<file path="src/rtl/core/unv_pkg.sv">
package unv_pkg;

  // Default counter width of the byte offsets
  localparam int OFFSET_BITS = 13;

  // Fixed field widths
  localparam int DATA_W   = 8;
  localparam int STATUS_W = 3;
  localparam int START_W  = 12;
  localparam int LEN_W    = 13;
  localparam int CFG_W    = 13;
  localparam int SCALAR_W = 21;

  // Configuration register indexes
  localparam logic CFG_MAX_INPUT   = 1'b0;
  localparam logic CFG_MAX_TRIMMED = 1'b1;

  // Configuration reset values
  localparam logic [CFG_W-1:0] MAX_INPUT_RST   = 13'd4096;
  localparam logic [CFG_W-1:0] MAX_TRIMMED_RST = 13'd128;

  // Verdict codes
  typedef enum logic [STATUS_W-1:0] {
    ST_OK          = 3'd0,
    ST_TOO_LONG    = 3'd1,
    ST_BAD_UTF8    = 3'd2,
    ST_BLANK       = 3'd3,
    ST_CONTROL     = 3'd4,
    ST_TRIM_LONG   = 3'd5
  } status_e;

  // Sticky error level, only ever raised
  typedef enum logic [1:0] {
    ERR_NONE = 2'd0,
    ERR_CTRL = 2'd1,
    ERR_UTF8 = 2'd2,
    ERR_LONG = 2'd3
  } err_e;

  typedef struct packed {
    logic [DATA_W-1:0] data_byte;
    logic              last_item;
    logic              empty_marker;
  } in_item_t;

  typedef struct packed {
    status_e            status;
    logic [START_W-1:0] start_offset;
    logic [LEN_W-1:0]   trimmed_length;
  } result_t;

  // Unicode whitespace
  function automatic logic is_space(input logic [SCALAR_W-1:0] c);
    is_space = (c >= 21'h9 && c <= 21'hD) || c == 21'h20 || c == 21'h85 ||
               c == 21'hA0 || c == 21'h1680 || (c >= 21'h2000 && c <= 21'h200A) ||
               c == 21'h2028 || c == 21'h2029 || c == 21'h202F || c == 21'h205F ||
               c == 21'h3000;
  endfunction

  // Control and format characters (Cc, Cf)
  function automatic logic is_ctrl(input logic [SCALAR_W-1:0] c);
    is_ctrl = c < 21'h20 || (c >= 21'h7F && c <= 21'h9F) || c == 21'hAD ||
              (c >= 21'h600 && c <= 21'h605) || c == 21'h61C || c == 21'h6DD ||
              c == 21'h70F || (c >= 21'h890 && c <= 21'h891) || c == 21'h8E2 ||
              c == 21'h180E || (c >= 21'h200B && c <= 21'h200F) ||
              (c >= 21'h202A && c <= 21'h202E) || (c >= 21'h2060 && c <= 21'h2064) ||
              (c >= 21'h2066 && c <= 21'h206F) || c == 21'hFEFF ||
              (c >= 21'hFFF9 && c <= 21'hFFFB) || c == 21'h110BD || c == 21'h110CD ||
              (c >= 21'h13430 && c <= 21'h1343F) || (c >= 21'h1BCA0 && c <= 21'h1BCA3) ||
              (c >= 21'h1D173 && c <= 21'h1D17A) || c == 21'hE0001 ||
              (c >= 21'hE0020 && c <= 21'hE007F);
  endfunction

endpackage

</file>
<file path="src/rtl/core/unv_in_if.sv">
interface unv_in_if;
  import unv_pkg::*;

  logic              valid;
  logic              ready;
  logic [DATA_W-1:0] data_byte;
  logic              last_item;
  logic              empty_marker;

  modport source (output valid, data_byte, last_item, empty_marker, input ready);
  modport sink   (input valid, data_byte, last_item, empty_marker, output ready);
endinterface

</file>
<file path="src/rtl/core/unv_out_if.sv">
interface unv_out_if;
  import unv_pkg::*;

  logic                valid;
  logic                ready;
  logic [STATUS_W-1:0] status;
  logic [START_W-1:0]  start_offset;
  logic [LEN_W-1:0]    trimmed_length;

  modport source (output valid, status, start_offset, trimmed_length, input ready);
  modport sink   (input valid, status, start_offset, trimmed_length, output ready);
endinterface

</file>
<file path="src/rtl/core/unv_in_reg.sv">
module unv_in_reg (
  input  logic               clk_i,
  input  logic               rst_ni,
  unv_in_if.sink             in_i,
  input  logic               take_i,
  output logic               valid_o,
  output unv_pkg::in_item_t  item_o
);
  import unv_pkg::*;

  logic     valid_q;
  in_item_t item_q;
  logic     load;

  // Slot frees when the core consumes the held byte
  assign in_i.ready = !valid_q || take_i;
  assign load       = in_i.valid && in_i.ready;

  always_ff @(posedge clk_i or negedge rst_ni) begin
    if (!rst_ni) begin
      valid_q <= 1'b0;
    end else if (load) begin
      valid_q <= 1'b1;
    end else if (take_i) begin
      valid_q <= 1'b0;
    end
  end

  // Payload, no reset
  always_ff @(posedge clk_i) begin
    if (load) begin
      item_q.data_byte    <= in_i.data_byte;
      item_q.last_item    <= in_i.last_item;
      item_q.empty_marker <= in_i.empty_marker;
    end
  end

  assign valid_o = valid_q;
  assign item_o  = item_q;
endmodule

</file>
<file path="src/rtl/core/unv_core.sv">
module unv_core #(
  parameter int OffsetBits = unv_pkg::OFFSET_BITS
) (
  input  logic                       clk_i,
  input  logic                       rst_ni,
  input  logic                       item_valid_i,
  input  unv_pkg::in_item_t          item_i,
  input  logic                       slot_free_i,
  input  logic [unv_pkg::CFG_W-1:0]  max_input_i,
  input  logic [unv_pkg::CFG_W-1:0]  max_trimmed_i,
  output logic                       take_o,
  output logic                       res_valid_o,
  output unv_pkg::result_t           res_o
);
  import unv_pkg::*;

  localparam int CmpW = (OffsetBits + 1 > CFG_W) ? OffsetBits + 1 : CFG_W;
  localparam logic [OffsetBits-1:0] CntMax = {OffsetBits{1'b1}};

  // Running state of the current string
  logic [OffsetBits-1:0] cnt_q, cnt_d;
  logic [1:0]            pend_q, pend_d;
  logic [SCALAR_W-1:0]   acc_q, acc_d;
  logic [1:0]            cls_q, cls_d;
  logic [OffsetBits-1:0] sbeg_q, sbeg_d;
  logic                  seen_q, seen_d;
  logic [OffsetBits-1:0] span_beg_q, span_beg_d;
  logic [OffsetBits-1:0] span_end_q, span_end_d;
  logic                  psc_q, psc_d;
  err_e                  err_q, err_d;

  logic                  fin;
  logic                  fire;
  logic                  at_max;
  logic                  too_long;
  logic [OffsetBits-1:0] after;
  logic [DATA_W-1:0]     b;
  logic [SCALAR_W-1:0]   acc_n;
  logic                  scal_vld;
  logic [SCALAR_W-1:0]   scal;
  logic [OffsetBits-1:0] scal_beg;
  logic                  bad_value;
  err_e                  err_fin;
  logic [OffsetBits-1:0] span_len;
  logic [CmpW-1:0]       start_ext;
  logic [CmpW-1:0]       len_ext;
  result_t               res;

  assign fin    = item_i.empty_marker || item_i.last_item;
  assign fire   = item_valid_i && (!fin || slot_free_i);
  assign b      = item_i.data_byte;
  assign at_max = (cnt_q == CntMax);
  assign too_long = at_max || (CmpW'(cnt_q) + CmpW'(1) > CmpW'(max_input_i));
  assign after  = at_max ? cnt_q : cnt_q + OffsetBits'(1);
  assign acc_n  = {acc_q[SCALAR_W-7:0], b[5:0]};

  // Completed multi-byte scalar: overlong, above range or surrogate
  always_comb begin
    bad_value = (acc_n > 21'h10FFFF) || (acc_n >= 21'hD800 && acc_n <= 21'hDFFF);
    case (cls_q)
      2'd1:    bad_value = bad_value || (acc_n < 21'h80);
      2'd2:    bad_value = bad_value || (acc_n < 21'h800);
      default: bad_value = bad_value || (acc_n < 21'h10000);
    endcase
  end

  // Byte decode and trim tracking
  always_comb begin
    cnt_d      = cnt_q;
    pend_d     = pend_q;
    acc_d      = acc_q;
    cls_d      = cls_q;
    sbeg_d     = sbeg_q;
    seen_d     = seen_q;
    span_beg_d = span_beg_q;
    span_end_d = span_end_q;
    psc_d      = psc_q;
    err_d      = err_q;
    scal_vld   = 1'b0;
    scal       = acc_n;
    scal_beg   = sbeg_q;

    if (!item_i.empty_marker) begin
      cnt_d = after;
      if (too_long) begin
        err_d = ERR_LONG;
      end
      if (err_d < ERR_UTF8) begin
        if (pend_q == 2'd0) begin
          sbeg_d = cnt_q;
          if (b < 8'h80) begin
            scal_vld = 1'b1;
            scal     = SCALAR_W'(b);
            scal_beg = cnt_q;
          end else if (b >= 8'hC2 && b <= 8'hDF) begin
            acc_d  = SCALAR_W'(b[4:0]);
            pend_d = 2'd1;
            cls_d  = 2'd1;
          end else if (b >= 8'hE0 && b <= 8'hEF) begin
            acc_d  = SCALAR_W'(b[3:0]);
            pend_d = 2'd2;
            cls_d  = 2'd2;
          end else if (b >= 8'hF0 && b <= 8'hF4) begin
            acc_d  = SCALAR_W'(b[2:0]);
            pend_d = 2'd3;
            cls_d  = 2'd3;
          end else begin
            err_d = ERR_UTF8;
          end
        end else if (b[7:6] != 2'b10) begin
          err_d = ERR_UTF8;
        end else begin
          acc_d  = acc_n;
          pend_d = pend_q - 2'd1;
          if (pend_q == 2'd1) begin
            if (bad_value) begin
              err_d = ERR_UTF8;
            end else begin
              scal_vld = 1'b1;
            end
          end
        end
      end
    end

    // Whitespace leaves the span alone (control-class whitespace after text is noted), content extends the span
    if (scal_vld) begin
      if (is_space(scal)) begin
        if (seen_q && is_ctrl(scal)) begin
          psc_d = 1'b1;
        end
      end else begin
        if (((seen_q && psc_q) || is_ctrl(scal)) && err_d == ERR_NONE) begin
          err_d = ERR_CTRL;
        end
        if (!seen_q) begin
          span_beg_d = scal_beg;
        end
        seen_d     = 1'b1;
        psc_d      = 1'b0;
        span_end_d = after;
      end
    end
  end

  // Verdict on the ending transaction
  always_comb begin
    err_fin = err_d;
    if (err_d < ERR_UTF8 && pend_d != 2'd0) begin
      err_fin = ERR_UTF8;
    end
    span_len  = span_end_d - span_beg_d;
    start_ext = CmpW'(span_beg_d);
    len_ext   = CmpW'(span_len);
    res.start_offset   = '0;
    res.trimmed_length = '0;
    if (err_fin == ERR_LONG) begin
      res.status = ST_TOO_LONG;
    end else if (err_fin == ERR_UTF8) begin
      res.status = ST_BAD_UTF8;
    end else if (!seen_d) begin
      res.status = ST_BLANK;
    end else if (err_fin == ERR_CTRL) begin
      res.status = ST_CONTROL;
    end else if (len_ext > CmpW'(max_trimmed_i)) begin
      res.status = ST_TRIM_LONG;
    end else begin
      res.status         = ST_OK;
      res.start_offset   = start_ext[START_W-1:0];
      res.trimmed_length = len_ext[LEN_W-1:0];
    end
  end

  // State registers, cleared after each string
  always_ff @(posedge clk_i or negedge rst_ni) begin
    if (!rst_ni) begin
      cnt_q      <= '0;
      pend_q     <= '0;
      acc_q      <= '0;
      cls_q      <= '0;
      sbeg_q     <= '0;
      seen_q     <= 1'b0;
      span_beg_q <= '0;
      span_end_q <= '0;
      psc_q      <= 1'b0;
      err_q      <= ERR_NONE;
    end else if (fire && fin) begin
      cnt_q      <= '0;
      pend_q     <= '0;
      acc_q      <= '0;
      cls_q      <= '0;
      sbeg_q     <= '0;
      seen_q     <= 1'b0;
      span_beg_q <= '0;
      span_end_q <= '0;
      psc_q      <= 1'b0;
      err_q      <= ERR_NONE;
    end else if (fire) begin
      cnt_q      <= cnt_d;
      pend_q     <= pend_d;
      acc_q      <= acc_d;
      cls_q      <= cls_d;
      sbeg_q     <= sbeg_d;
      seen_q     <= seen_d;
      span_beg_q <= span_beg_d;
      span_end_q <= span_end_d;
      psc_q      <= psc_d;
      err_q      <= err_d;
    end
  end

  assign take_o      = fire;
  assign res_valid_o = fire && fin;
  assign res_o       = res;

  // Checks
  a_clear_after_end: assert property (@(posedge clk_i) disable iff (!rst_ni)
    fire && fin |=> cnt_q == '0 && !seen_q && err_q == ERR_NONE && pend_q == 2'd0)
    else $error("state not cleared after ending transaction");

  a_pend_class: assert property (@(posedge clk_i) disable iff (!rst_ni)
    pend_q != 2'd0 |-> cls_q != 2'd0 && pend_q <= cls_q)
    else $error("pending continuations exceed sequence class");

  a_span_order: assert property (@(posedge clk_i) disable iff (!rst_ni)
    seen_q |-> span_end_q >= span_beg_q && span_end_q <= cnt_q)
    else $error("trimmed span out of order");

  a_result_needs_slot: assert property (@(posedge clk_i) disable iff (!rst_ni)
    res_valid_o |-> slot_free_i && item_valid_i)
    else $error("result produced without a free output slot");
endmodule

</file>
<file path="src/rtl/core/unv_out_reg.sv">
module unv_out_reg (
  input  logic              clk_i,
  input  logic              rst_ni,
  input  logic              res_valid_i,
  input  unv_pkg::result_t  res_i,
  output logic              slot_free_o,
  unv_out_if.source         out_o
);
  import unv_pkg::*;

  logic    valid_q;
  result_t res_q;

  // Slot is free when empty or the held result leaves this cycle
  assign slot_free_o = !valid_q || out_o.ready;

  always_ff @(posedge clk_i or negedge rst_ni) begin
    if (!rst_ni) begin
      valid_q <= 1'b0;
    end else if (res_valid_i) begin
      valid_q <= 1'b1;
    end else if (out_o.ready) begin
      valid_q <= 1'b0;
    end
  end

  // Payload, no reset
  always_ff @(posedge clk_i) begin
    if (res_valid_i) begin
      res_q <= res_i;
    end
  end

  assign out_o.valid          = valid_q;
  assign out_o.status         = res_q.status;
  assign out_o.start_offset   = res_q.start_offset;
  assign out_o.trimmed_length = res_q.trimmed_length;
endmodule

</file>
<file path="src/rtl/core/utf8_name_validator_trimmer.sv">
// UTF-8 name validator and trimmer.
//
// in_i carries one byte of a name per transaction, with last_item on the
// final byte; an empty name is a single transaction with empty_marker set.
// out_o carries one verdict per name: status, plus start offset and trimmed
// byte length when status is ok (both zero otherwise).
// Configuration: cfg_we_i writes cfg_data_i into max_input_bytes (index 0)
// or max_trimmed_bytes (index 1); write only while the block is idle.
//
// Throughput: one byte per cycle unless an ending byte waits on a full output
// register. Each byte is held in an input register, decoded combinationally
// against the running string state, and the verdict is written to an output
// register, so an ending transaction passes through both registers to out_o.
// A stalled receiver holds the verdict in the output register; non-ending
// bytes keep flowing, and an ending byte waits in the input register until
// the output register frees.
// Reset clears all string state and loads max_input_bytes = 4096 and
// max_trimmed_bytes = 128; no clearing pass is needed.
module utf8_name_validator_trimmer #(
  parameter int OffsetBits = unv_pkg::OFFSET_BITS
) (
  input  logic                      clk_i,
  input  logic                      rst_ni,
  unv_in_if.sink                    in_i,
  unv_out_if.source                 out_o,
  input  logic                      cfg_we_i,
  input  logic                      cfg_idx_i,
  input  logic [unv_pkg::CFG_W-1:0] cfg_data_i
);
  import unv_pkg::*;

  logic [CFG_W-1:0] max_input_q;
  logic [CFG_W-1:0] max_trimmed_q;
  logic             item_valid;
  in_item_t         item;
  logic             take;
  logic             slot_free;
  logic             res_valid;
  result_t          res;

  // Configuration registers
  always_ff @(posedge clk_i or negedge rst_ni) begin
    if (!rst_ni) begin
      max_input_q   <= MAX_INPUT_RST;
      max_trimmed_q <= MAX_TRIMMED_RST;
    end else if (cfg_we_i) begin
      case (cfg_idx_i)
        CFG_MAX_INPUT:   max_input_q   <= cfg_data_i;
        CFG_MAX_TRIMMED: max_trimmed_q <= cfg_data_i;
        default: begin
        end
      endcase
    end
  end

  unv_in_reg u_in_reg (
    .clk_i   (clk_i),
    .rst_ni  (rst_ni),
    .in_i    (in_i),
    .take_i  (take),
    .valid_o (item_valid),
    .item_o  (item)
  );

  unv_core #(
    .OffsetBits (OffsetBits)
  ) u_core (
    .clk_i         (clk_i),
    .rst_ni        (rst_ni),
    .item_valid_i  (item_valid),
    .item_i        (item),
    .slot_free_i   (slot_free),
    .max_input_i   (max_input_q),
    .max_trimmed_i (max_trimmed_q),
    .take_o        (take),
    .res_valid_o   (res_valid),
    .res_o         (res)
  );

  unv_out_reg u_out_reg (
    .clk_i       (clk_i),
    .rst_ni      (rst_ni),
    .res_valid_i (res_valid),
    .res_i       (res),
    .slot_free_o (slot_free),
    .out_o       (out_o)
  );
endmodule

</file>
<file path="src/flat_wrapper.sv">
// flat-port wrapper written by rule: the top's interface ports become plain ports
module utf8_name_validator_trimmer_flat import unv_pkg::*;
#(
  parameter int OffsetBits = unv_pkg::OFFSET_BITS
)
  (clk_i, rst_ni, cfg_we_i, cfg_idx_i, cfg_data_i, in_i_valid, in_i_data_byte, in_i_last_item, in_i_empty_marker, in_i_ready, out_o_valid, out_o_status, out_o_start_offset, out_o_trimmed_length, out_o_ready);
  unv_in_if in_i_i ();
  unv_out_if out_o_i ();
  input  logic clk_i;
  input  logic rst_ni;
  input  logic cfg_we_i;
  input  logic cfg_idx_i;
  input  logic [unv_pkg::CFG_W-1:0] cfg_data_i;
  input wire logic [$bits(in_i_i.valid)-1:0] in_i_valid;
  input wire logic [$bits(in_i_i.data_byte)-1:0] in_i_data_byte;
  input wire logic [$bits(in_i_i.last_item)-1:0] in_i_last_item;
  input wire logic [$bits(in_i_i.empty_marker)-1:0] in_i_empty_marker;
  output wire logic [$bits(in_i_i.ready)-1:0] in_i_ready;
  output wire logic [$bits(out_o_i.valid)-1:0] out_o_valid;
  output wire logic [$bits(out_o_i.status)-1:0] out_o_status;
  output wire logic [$bits(out_o_i.start_offset)-1:0] out_o_start_offset;
  output wire logic [$bits(out_o_i.trimmed_length)-1:0] out_o_trimmed_length;
  input wire logic [$bits(out_o_i.ready)-1:0] out_o_ready;
  assign in_i_i.valid = in_i_valid;
  assign in_i_i.data_byte = in_i_data_byte;
  assign in_i_i.last_item = in_i_last_item;
  assign in_i_i.empty_marker = in_i_empty_marker;
  assign in_i_ready = in_i_i.ready;
  assign out_o_valid = out_o_i.valid;
  assign out_o_status = out_o_i.status;
  assign out_o_start_offset = out_o_i.start_offset;
  assign out_o_trimmed_length = out_o_i.trimmed_length;
  assign out_o_i.ready = out_o_ready;
  utf8_name_validator_trimmer #(.OffsetBits(OffsetBits)) u_core (.clk_i(clk_i), .rst_ni(rst_ni), .in_i(in_i_i), .out_o(out_o_i), .cfg_we_i(cfg_we_i), .cfg_idx_i(cfg_idx_i), .cfg_data_i(cfg_data_i));
endmodule
</file>
<file path="config.mk">
export PLATFORM = sky130hd
export DESIGN_NAME = utf8_name_validator_trimmer_flat
export DESIGN_NICKNAME = d
export VERILOG_FILES = /design/src/rtl/core/unv_pkg.sv /design/src/rtl/core/unv_in_if.sv /design/src/rtl/core/unv_out_if.sv /design/src/rtl/core/unv_in_reg.sv /design/src/rtl/core/unv_core.sv /design/src/rtl/core/unv_out_reg.sv /design/src/rtl/core/utf8_name_validator_trimmer.sv /design/src/flat_wrapper.sv
export SDC_FILE = /design/constraint.sdc
export NUM_CORES = 1
export LEC_CHECK = 0
export BUFFER_PORTS_ARGS = -buffer_cell sky130_fd_sc_hd__clkbuf_2
export CAP_MARGIN = 20
export CORE_UTILIZATION = 50
export DETAILED_ROUTE_END_ITERATION = 8
export GPL_ROUTABILITY_DRIVEN = 0
export HOLD_SLACK_MARGIN = 0.03
export PLACE_DENSITY = 0.76
export SLEW_MARGIN = 10
export SYNTH_ARGS = -nofsm -noshare
export SYNTH_HDL_FRONTEND = slang
export SYNTH_SLANG_ARGS = --single-unit
</file>
<file path="constraint.sdc">
create_clock -name clk_i -period 18 [get_ports clk_i]
set_input_delay 0 -clock clk_i [delete_from_list [all_inputs] [get_ports clk_i]]
set_output_delay 0 -clock clk_i [all_outputs]
set_load 0.1 [all_outputs]
</file>
# Yosys cells after proc, flatten, opt, wreduce, memory -nomap -nowiden
# Index checks and enable logic that the tools add are counted.
classes:
  n_addsub: 4
  n_lt_le_gt_ge: 46
  eq_ne: 33
  n_mux: 98
  bitwise: 2
  reduce_logical: 89
ops:
  columns: ["op", "count"]
  rows:
  - ["2-to-1 mux 13 bit", 22]
  - ["2-to-1 mux 15 bit", 10]
  - ["== test 21 x 14 -> 1 bit, second input constant", 5]
  - ["greater-or-equal comparator 21 x 14 -> 1 bit, second input constant", 5]
  - ["less-or-equal comparator 21 x 14 -> 1 bit, second input constant", 5]
  - ["2-to-1 mux 21 bit", 4]
  - ["2-to-1 mux 2 bit", 39]
  - ["== test 21 x 11 -> 1 bit, second input constant", 3]
  - ["== test 21 x 8 -> 1 bit, second input constant", 3]
  - ["greater-or-equal comparator 21 x 17 -> 1 bit, second input constant", 3]
  - ["less-or-equal comparator 21 x 17 -> 1 bit, second input constant", 3]
  - ["== test 21 x 13 -> 1 bit, second input constant", 2]
  - ["== test 21 x 17 -> 1 bit, second input constant", 2]
  - ["greater-or-equal comparator 21 x 16 -> 1 bit, second input constant", 2]
  - ["less-or-equal comparator 21 x 16 -> 1 bit, second input constant", 2]
  - ["logical OR 1 bit", 42]
  - ["logical AND 1 bit", 25]
  - ["greater-or-equal comparator 8 bit, second input constant", 3]
  - ["less-or-equal comparator 8 bit, second input constant", 3]
  - ["== test 21 x 12 -> 1 bit, second input constant", 1]
  - ["== test 21 x 16 -> 1 bit, second input constant", 1]
  - ["== test 21 x 20 -> 1 bit, second input constant", 1]
  - ["== test 21 x 6 -> 1 bit, second input constant", 1]
  - ["greater-or-equal comparator 21 x 11 -> 1 bit, second input constant", 1]
  - ["other kinds (44)", 84]
totals:
  register_bits: 141
  inputBits: 29
  out_inout_bits: 30

# Logic depth before layout (Yosys ltp)
# Gate-level depths: netlist of the first run.
depth:
  depth_word: 44
  ltp_mapped: 45
  depth_no_buf: 39

# Cells and area by module
# Synthesis of the first run repeated with hierarchy kept, for this count alone.
unflattened:
  cells_unflattened: 1022
  hier_area_um2: 9193.8
modules_own_cells:
  columns: ["module", "instances", "cells_each", "area_each_um2"]
  rows:
  - ["unv_core", 1, 921, 6925.4]
  - ["utf8_name_validator_trimmer", 1, 56, 1026.0]
  - ["unv_out_reg", 1, 31, 888.4]
  - ["unv_in_reg", 1, 14, 354.1]

# Worst setup path after synthesis of the first run
# OpenSTA, ideal clock, no wires.
synth_timing:
  path_type: "reg2reg"
  startpoint: "register u_core.u_core.cnt_q[3]"
  endpoint: "register u_core.u_out_reg.res_q, in the netlist u_core.u_out_reg.out_o.start_offset[1] (data pin)"
  setup_ps: 141
  arrival_time_ps: 8455
  setup_slack_ps: 9403
  stages_incl_launch_ff: 43
  path_buffers: 7
  synth_period_minus_slack_ps: 8597
  cell_sequence: "dfrtp_1 clkbuf_1 and3_1 and3_1 and3_1 clkbuf_1 nand3_1 xnor2_1 ha_1 and4_1 nand4_1 or2_2 o31ai_1 clkbuf_1 a21oi_1 or2_2 clkbuf_1 a211o_1 [... 7 more ...] nand2b_1 a21oi_1 o21bai_1 a21o_1 a41o_1 o41a_1 a21o_1 a21oi_1 nor2b_1 ha_1 a21o_1 or4_1 o21ai_0 a21o_1 clkbuf_1 o2111ai_4 buf_6 nor2_1"
synth_lines:
  columns: ["item", "line", "rtl"]
  rows:
  - ["start, declared", "unv_core.sv:21", "logic [OffsetBits-1:0] cnt_q, cnt_d;"]
  - ["start signal, assigned", "unv_core.sv:199", "cnt_q <= cnt_d;"]
  - ["adder 13 x 1 -> 14 bit", "unv_core.sv:53", "assign too_long = at_max || (CmpW'(cnt_q) + CmpW'(1) > CmpW'(max_input_i));"]
  - ["> comparator 14 x 13 -> 1 bit", "unv_core.sv:53", null]
  - ["logical OR 1 bit", "unv_core.sv:53", null]
  - ["2-to-1 mux 2 bit", "unv_core.sv:85", "if (too_long) begin"]
  - ["2-to-1 mux 2 bit", "unv_core.sv:83", "if (!item_i.empty_marker) begin"]
  - ["less-than comparator 2 bit", "unv_core.sv:88", "if (err_d < ERR_UTF8) begin"]
  - ["2-to-1 mux 21 bit", "unv_core.sv:88", null]
  - ["2-to-1 mux 21 bit", "unv_core.sv:83", null]
  - ["[... 5 more ...]", null, null]
  - ["logical OR 1 bit (3 in series)", "unv_pkg.sv:55", "c == 21'hA0 || c == 21'h1680 || (c >= 21'h2000 && c <= 21'h200A) ||"]
  - ["logical OR 1 bit (4 in series)", "unv_pkg.sv:56", "c == 21'h2028 || c == 21'h2029 || c == 21'h202F || c == 21'h205F ||"]
  - ["2-to-1 mux 13 bit", "unv_core.sv:128", "if (is_space(scal)) begin"]
  - ["2-to-1 mux 13 bit", "unv_core.sv:127", "if (scal_vld) begin"]
  - ["subtractor 13 bit (*)", "unv_core.sv:152", "span_len = span_end_d - span_beg_d;"]
  - ["named net u_core.u_core.span_len[12]", "unv_core.sv:44", "logic [OffsetBits-1:0] span_len;"]
  - ["> comparator 13 bit (*)", "unv_core.sv:165", "end else if (len_ext > CmpW'(max_trimmed_i)) begin"]
  - ["OR reduction 5 bit (no source line) (*)", null, null]
  - ["end signal, assigned", "unv_out_reg.sv:30", "res_q <= res_i;"]
  - ["end, declared", "unv_out_reg.sv:12", "result_t res_q;"]
# Mark *: on every way through the listed nets, which the timed path passes. The rest lies on a longest branch. The select of a mux whose other input is x is not followed.
# A chain may end at the register's enable or synchronous reset.

# Worst setup path in the final report of the first run
layout_timing:
  startpoint: "register u_core.u_core.cnt_q[3]"
  endpoint: "register u_core.u_out_reg.res_q, in the netlist u_core.u_out_reg.out_o.trimmed_length[7] (data pin)"
layout_lines:
  columns: ["item", "line", "rtl"]
  rows:
  - ["adder 13 x 1 -> 14 bit", "unv_core.sv:53", null]
  - ["> comparator 14 x 13 -> 1 bit", "unv_core.sv:53", null]
  - ["logical OR 1 bit (*)", "unv_core.sv:53", null]
  - ["2-to-1 mux 2 bit (*)", "unv_core.sv:85", null]
  - ["2-to-1 mux 2 bit (*)", "unv_core.sv:83", null]
  - ["less-than comparator 2 bit (*)", "unv_core.sv:88", null]
  - ["2-to-1 mux 21 bit", "unv_core.sv:88", null]
  - ["2-to-1 mux 21 bit", "unv_core.sv:83", null]
  - ["[... 8 more ...]", null, null]
  - ["logical OR 1 bit (4 in series)", "unv_pkg.sv:56", null]
  - ["2-to-1 mux 13 bit", "unv_core.sv:128", null]
  - ["2-to-1 mux 13 bit (*)", "unv_core.sv:127", null]
  - ["named net u_core.u_core.span_beg_d[0]", "unv_core.sv:27", "logic [OffsetBits-1:0] span_beg_q, span_beg_d;"]
  - ["subtractor 13 bit (*)", "unv_core.sv:152", null]
  - ["named net u_core.u_core.span_len[12]", "unv_core.sv:44", null]
  - ["> comparator 13 bit (*)", "unv_core.sv:165", null]
  - ["OR reduction 5 bit (no source line) (*)", null, null]
# Marked as above.

==> results by group, run 1 <==
Routing
  • DRC violations left: 0
  • Vias per cell: 6.44
  • DR vias: 8614
  • Wire length per cell: 20.1 um
  • Iteration-0 DRC Markers: 1354
  • Drt pass-1 iters: 7
  • Routed WL: 26900 um
  • Detail Route Antenna Nets: 0

Placed design
  • HPWL Detailed: 18800 um
  • Placed instance count: 1278
  • Placed Area: 9490 um2
  • Port Buffers: 58
  • DP Worst Slack: 8.89 ns

STA
  • Worst-Margin Slew: 0.841 ns
  • Tmin final: 9.39 ns
  • Crit share post-route: 52.2%
  • Hold Worst Slack: 0.0585 ns
  • RSZ-0062 raised after global routing: false
  • # setup viols final: 0
  • Max-slew headroom at the worst pin: 43.8%
  • F_max: 0.106 GHz
  • Fin. Hold Viols: 0
  • Post-route setup slack: 8.61 ns
  • Setup tns final: 0 ns
  • Final Slew Violations: 0
  • Final clock skew: 0.00857 ns

Logic synthesis
  • Synth unique cells: 72
  • Mapped Cells: 1058
  • Number of flops mapped to enable cells by yosys: 38
  • Post-synthesis sequential area ratio: 40.8%
  • Ys flop type: dfrtp_1
  • Post-synthesis average cell area: 8.61 um2
  • FF+latch count, synth: 141
  • Synth area leader: dfrtp_1
  • Post-Syn Area: 9110 um2
  • Async set-or-reset flop fraction in the synthesized netlist: 73.0%
  • Synth top area cells: dfrtp_1 28%, edfxtp_1 13%, nand2_1 6.8%
  • Syn_nets: 1131
  • Yosys top cell area share: 27.7%
  • Yosys warns: 0

Critical path
  • Worst stage delay on the critical path: 0.56 ns
  • Critical Path RT: 18.25 ns
  • Crit end category: flop
  • Worst R2R End: u_core.u_out_reg.out_o.trimmed_length[7]
  • Slowest cell on crit path: nor2_1
  • Reg2Reg Setup Slack: 8.61 ns
  • Worst-path maximum fanout: 19
  • Worst reg2reg path startpoint: u_core.u_core.cnt_q[3]
  • Cell depth of the worst flop-to-flop path: 37
  • Setup crit start: u_core.u_core.cnt_q[3]
  • Startpoint Class: flop
  • Most frequent CP cell: a21o_1
  • CP Class: flop to flop
  • Critical Path AT: 9.65 ns

Global route
  • Initial antenna violation count: 0
  • Gr usage total: 30.1%
  • Number of global-route vias before repair: 7900
  • Global-route wire length before repair: 42800 um
  • Grt ovf: 0
  • Pin count of the biggest net entering global routing: 60

Final layout
  • Total Nets Final: 1172
  • Final instance area: 10300 um2
  • # fillers: 1477
  • P&R area growth vs syn: 13.5%
  • Share of post-route cells with drive strength above 1: 13.1%
  • Most frequent cells in the layout: 165 x nand2_1, 101 x dfrtp_1, 89 x o21ai_0
  • Most common cell after layout, fill and taps aside: nand2_1
  • Final Instance Count excl. Fillers: 1337
  • Antenna diodes: 0

Worst hold path
  • Hold_sp: cfg_idx_i
  • Worst hold endpoint: u_core.max_input_q[12]
  • Hold Path Class: input pin to flop
  • Worst hold path depth: 5

Floorplanning
  • Site Rows: 48
  • Initial Util: 51.9%
  • Boundary Pins: 59
  • Die Span Y: 137 um
  • Core ar.: 17500 um2
  • Die area: 18800 um2
  • Die Wd: 137 um

Power and ir drop
  • Internal: 0.694 mW
  • Gate power share: 36.9%
  • Peak supply drop: 80.2 uV
  • Leakage: 4.54 nW
  • Switching Share: 41.6%
  • Clock power share: 29.7%
  • Psw: 0.495 mW
  • Flop pwr share: 33.4%
  • Power Density: 115 nW/um2

CTS
  • Clock Root Buffer: clkbuf_16
  • H-Tree Depth: 4
  • CTS Hold Buffers Added: 26
  • Num CTS Buffers: 17
  • Max Buffers Root-to-Sink: 2
  • CTS tree: built
  • # clock sinks: 141
  • Cts repair resizes: 0
  • Worst-path clk slew: 0.07 ns
  • Number of setup buffers added after CTS: 0
  • Worst-skew pair later-pin latency: 0.44 ns

Job
  • Max Cap Violations: 0

Run status
  • Status: finished clean
kinds of logic (layout without fill, tap and decap cells):
| group | count (synthesis) | after routing | share of synthesized area, % |
|---|---|---|---|
| AND/OR/NAND/NOR | 454 | 454 | 24.8 |
| AO/OA/AOI/OAI | 252 | 252 | 17.9 |
| flip-flops | 141 | 141 | 40.8 |
| buffers and inverters | 122 | 176 | 5.30 |
| adder cells (fa/ha/maj) | 44 | 44 | 6.13 |
| multiplexers | 27 | 27 | 3.26 |
| XOR/XNOR | 18 | 18 | 1.73 |
worst max-delay path, delay by kind of cell (launching register included):
family / cells / cell delay, ns
AOI/OAI and AO/OA: 16 / 3.62
xor gates and xnor gates: 1 / 0.17
buffers and inverters: 1 / 0.30
DFF: 1 / 0.48
adders and majority gates: 4 / 1.03
and+or+nand+nor: 15 / 3.58
sequential cells by signal, indices dropped and copies added, names as in the netlist, 3 cells and up:
name / count
u_core.u_core.acc_q: 15
u_core.max_input_q: 13
u_core.max_trimmed_q: 13
u_core.u_core.cnt_q: 13
u_core.u_core.sbeg_q: 13
u_core.u_core.span_beg_q: 13
u_core.u_core.span_end_q: 13
u_core.u_out_reg.out_o.trimmed_length: 13
u_core.u_out_reg.out_o.start_offset: 12
u_core.u_in_reg.item_o: 10
u_core.u_out_reg.out_o.status: 3
metrics by stage:
| stage | power [mW] | utilization [%] |
|---|---|---|
| 2_1_floorplan | 0.716 | - |
| 5_1_grt | 1.25 | 59.0 |
| 4_1_cts | 1.18 | 58.9 |
| 3_3_place_gp | 0.811 | 54.1 |
| 3_5_place_dp | 0.817 | 54.1 |
| 6_report | 1.19 | 59.0 |
synthesized netlist by cell type (10+ instances only):
cell      instances
a21oi_1          47
a22o_1           24
nor4_1           17
dfrtp_1         101
nor2b_1          14
o21ai_0          90
nor3_1           28
nor2_1           68
edfxtp_1         38
and3_1           13
nand3_1          56
mux2_2           21
ha_1             43
xnor2_1          10
a21o_1           11
nand2b_1         16
nand4_1          16
clkbuf_1         67
nand2_1         165
inv_1            47
a31oi_1          11
layer usage:
metal  track usage, %  routed length (um)  vias to the layer above
li1                 -                   -                     3890
met3             7.44                2760                      119
met1             41.0               11100                     4063
met5                0                   0                        -
met2             46.3               12000                      542
met4             11.2                 964                        0
worst max path at each step:
stage                                                            to
final                      u_core.u_out_reg.out_o.trimmed_length[7]
after global routing      u_core.u_out_reg.out_o.trimmed_length[12]
after CTS                  u_core.u_out_reg.out_o.trimmed_length[7]
after detailed placement  u_core.u_out_reg.out_o.trimmed_length[12]
after global placement    u_core.u_out_reg.out_o.trimmed_length[12]
after floorplan              u_core.u_out_reg.out_o.start_offset[1]
layout make-up:
type	count	area [um2]	share of cell area, %
Sequential cell	141	3720	36.0
Clock inverter	15	161	1.56
Clock buffer	17	425	4.11
Tap cell	225	282	2.72
Multi-Input combinational cell	795	4920	47.6
Timing Repair Buffer	97	651	6.29
Inverter	47	176	1.71
power by group through the flow:
stage / Sequential (mW) / Combinational (mW) / Clock (mW)
floorplan: 0.442 / 0.274 / 0
global placement: 0.400 / 0.411 / 0
detailed placement: 0.401 / 0.416 / 0
CTS: 0.395 / 0.427 / 0.356
global route: 0.399 / 0.475 / 0.372
finish: 0.397 / 0.439 / 0.353
Note: power is estimated with default switching activity, not from simulation.
==> run 2: changes to the inputs <==
ABC_AREA = 1   (was unset)
clock period = 8.9 ns   (was 18 ns; I/O delays follow)
==> run 2 against run 1 <==
Clock power increased by 100%. Fmax up 10%. Global-route usage is 1.9 points lower. Wire length increased by 4.8%. Sequential power rose by 110%. Critical path type unchanged. Critical endpoint is now u_core.u_out_reg.out_o.status[0]. Largest cell class unchanged. Largest power group unchanged. Highest routed layer unchanged.
==> results by group, run 2 <==
Floorplanning
  • Die Wd: 140 um (+1.9%)
  • Boundary Pins: 59 (unchanged)
  • Site Rows: 49 (+2.1%)
  • Die area: 19500 um2 (+3.8%)
  • Core ar.: 18300 um2 (+4.2%)
  • Initial Util: 51.8% (-0.17 points)
  • Die Span Y: 140 um (+1.9%)

Job
  • Max Cap Violations: 0 (unchanged)

Logic synthesis
  • Synth Area in Simple Gates: 27.5% (+2.7 points)
  • Yosys top cell area share: 26.7% (-1.0 points)
  • Yosys warns: 0 (unchanged)
  • Mapped Cells: 1297 (+23%)
  • Synth unique cells: 55 (-24%)
  • FF+latch count, synth: 141 (unchanged)
  • Syn_nets: 1370 (+21%)
  • Post-Syn Area: 9460 um2 (+3.8%)
  • Most common cell in the netlist: nand2_1
  • Largest family of logic cells by synthesized area: simple AND/OR/NAND/NOR gates
  • Ys flop type: dfrtp_1
  • Synth top area cells: dfrtp_1 27%, edfxtp_1 12%, nand2_1 11%
  • Post-synthesis average cell area: 7.29 um2 (-15%)
  • Post-synthesis sequential area ratio: 39.3% (-1.5 points)
  • Post-synthesis adder-cell area fraction: 5.90% (-0.23 points)
  • Top post-synthesis cells by count: 270 x nand2_1, 219 x inv_1, 148 x nor2_1
  • Mux cell area share after synthesis: 0% (-3.3 points)
  • Synth area leader: dfrtp_1
  • Number of flops mapped to enable cells by yosys: 38 (unchanged)
  • Async set-or-reset flop fraction in the synthesized netlist: 73.0% (unchanged)
  • Xor/xnor share of the synthesized area: 1.67% (-0.064 points)
  • Complex-gate fraction of the synthesized area: 14.4% (-3.6 points)

Placed design
  • HPWL Detailed: 19800 um (+5.3%)
  • Port Buffers: 58 (unchanged)
  • Placed instance count: 1554 (+22%)
  • DP Worst Slack: 0.0890 ns (-8.80 ns)

Power and ir drop
  • Power Density: 300 nW/um2 (+160%)
  • Total chip power: 3.38 mW (+180%)
  • Leakage: 5.49 nW (+21%)
  • Peak supply drop: 165 uV (+110%)

CTS
  • # clock sinks: 141 (unchanged)
  • H-Tree Depth: 4 (unchanged)
  • Clock Root Buffer: clkbuf_16
  • Max Buffers Root-to-Sink: 2 (unchanged)
  • Worst-skew pair later-pin latency: 0.43 ns (about the same)
  • Worst-path clk slew: 0.06 ns (about the same)
  • CTS tree: built
  • Num CTS Buffers: 17 (unchanged)

Final layout
  • Most frequent cells in the layout: 265 x nand2_1, 219 x inv_1, 139 x nor2_1
  • Antenna diodes: 0 (unchanged)
  • Number of flip-flops in the largest register: 15 (unchanged)
  • Share of post-route cells with drive strength above 1: 15.1% (+2.0 points)
  • # fillers: 1604 (+8.6%)
  • P&R area growth vs syn: 18.9%
  • Most common cell after layout, fill and taps aside: nand2_1
  • Core Util, Final: 61.6% (+2.6 points)
  • Largest Register: u_core.u_core.acc_q
  • Final Instance Count excl. Fillers: 1639 (+23%)
  • Total Nets Final: 1470 (+25%)

Routing
  • DRC violations left: 0 (unchanged)
  • DR vias: 9448 (+9.7%)
  • Vias per cell: 5.76 (-11%)
  • Detail Route Antenna Nets: 0 (unchanged)
  • Wire length per cell: 17.2 um (-15%)
  • Routed WL: 28200 um (+4.8%)
  • Drt pass-1 iters: 7 (unchanged)
  • Iteration-0 DRC Markers: 1299 (-4.1%)

Critical path
  • CP Class: flop to flop
  • Startpoint Class: flop
  • Crit end category: flop
  • Slowest cell on crit path: or4_1
  • Worst reg2reg path startpoint: u_core.u_core.cnt_q[0]
  • Worst R2R End: u_core.u_out_reg.out_o.status[0]
  • Worst stage delay on the critical path: 0.51 ns (-0.05 ns)
  • Most frequent CP cell: nand2_1
  • Worst-path maximum fanout: 25 (+6)
  • Critical Path AT: 8.68 ns (-0.97 ns)
  • Critical Path RT: 9.07 ns (-9.18 ns)
  • Cell depth of the worst flop-to-flop path: 56 (+51%)
  • Reg2Reg Setup Slack: 0.38 ns (-8.22 ns)

Global route
  • Number of global-route vias before repair: 8384 (+6.1%)
  • Pin count of the biggest net entering global routing: 63 (+5.0%)
  • GRT busiest layer: met2
  • GR Layer Usage met1: 39.8% (-1.1 points)
  • Initial antenna violation count: 0 (unchanged)
  • Grt ovf: 0 (unchanged)
  • Met2 GRT Util: 42.3% (-3.9 points)
  • Global-route wire length before repair: 42700 um (-0.37%)
  • GRT met3 Usage: 6.37% (-1.1 points)
  • Gr usage total: 28.2% (-1.9 points)

STA
  • Crit share post-route: 95.7% (+44 points)
  • Post-route setup slack: 0.383 ns (-8.22 ns)
  • Max-slew headroom at the worst pin: 30.2% (-14 points)
  • F_max: 0.117 GHz (+10%)
  • Fin. Hold Viols: 0 (unchanged)
  • Setup tns final: 0 ns (unchanged)
  • Final Slew Violations: 0 (unchanged)
  • Tmin final: 8.52 ns (-0.877 ns)
  • Worst-Margin Slew: 1.04 ns (+0.203 ns)
  • Final clock skew: 0.00797 ns (-0.000607 ns)
  • # setup viols final: 0 (unchanged)

Worst hold path
  • Hold Path Class: input pin to async pin

Run status
  • Status: finished clean
## run 2: cell count changes after synthesis, sizes merged, moves of 21 or more
cell and change:
mux2 -21, inv +180, nand2 +114, nor2 +102, o22ai +26, a22o -24, clkbuf -34, nand3 +32
o21ai +27
## run 2: critical path: cells and delay by family, from the launching register on
family	cells	cell delay, ns
xor gates and xnor gates	1	0.16
AOI/OAI and AO/OA	11	1.74
adders and majority gates	4	1.11
and+or+nand+nor	31	3.64
DFF	1	0.44
buffers and inverters	9	1.14
## run 2: repair_timing
item,4_1_cts,5_1_grt
resized for setup,0,57
hold buffers,28,0
setup buffers,0,18
hold endpoints to repair,79,0
endpoints found under the setup margin,0,27
## run 2: how the worst max path moves through the flow
stage / startpoint / end / slack (ns) / cells past startpoint
2_1_floorplan: u_core.u_core.cnt_q[0] / u_core.u_out_reg.out_o.start_offset[10] / 0.92 / 59
3_3_place_gp: u_core.u_core.cnt_q[1] / u_core.u_out_reg.out_o.start_offset[11] / 0.36 / 54
3_5_place_dp: u_core.u_core.cnt_q[0] / u_core.u_out_reg.out_o.start_offset[5] / 0.09 / 55
4_1_cts: u_core.u_core.cnt_q[0] / u_core.u_out_reg.out_o.start_offset[5] / 0.03 / 55
5_1_grt: u_core.u_core.cnt_q[0] / u_core.u_out_reg.out_o.status[0] / -0.21 / 58
6_report: u_core.u_core.cnt_q[0] / u_core.u_out_reg.out_o.status[0] / 0.38 / 56
## run 2: kinds of logic after synthesis
| group | after synthesis |
|---|---|
| flops | 141 |
| buf+inv | 271 |
| compound gates | 236 |
| fa+ha+maj | 44 |
| xor+xnor | 18 |
| simple gates | 587 |
## run 2: stage by stage
step                hold slack [ns]  area [um2]
floorplan                    -0.296        9460
global placement             0.0140        9930
detailed placement           0.0123        9930
CTS                          0.0999       10800
global route                  0.141       11200
finish                       0.0733       11200
## run 2: where the power goes
group	switching (mW)	internal (mW)	total (mW)
clock	0.293	0.427	0.720
combinational	1.23	0.576	1.81
sequential	0.0835	0.766	0.849
total	1.61	1.77	3.38
## run 2: routing by layer
metal	vias to the layer above	share of wire, %
met3	111	11
met2	521	43
met5	-	0
met1	4364	43
met4	0	3.4
li1	4452	-
## run 2: cell type report
cell class / count / area, um2 / area share [%]
inverter: 228 / 856 / 7.61
clock inverter: 13 / 154 / 1.37
tap: 229 / 287 / 2.55
timing repair buffer: 117 / 826 / 7.34
sequential: 141 / 3720 / 33.1
multi-input combinational: 892 / 4960 / 44.1
clock buffer: 19 / 443 / 3.94
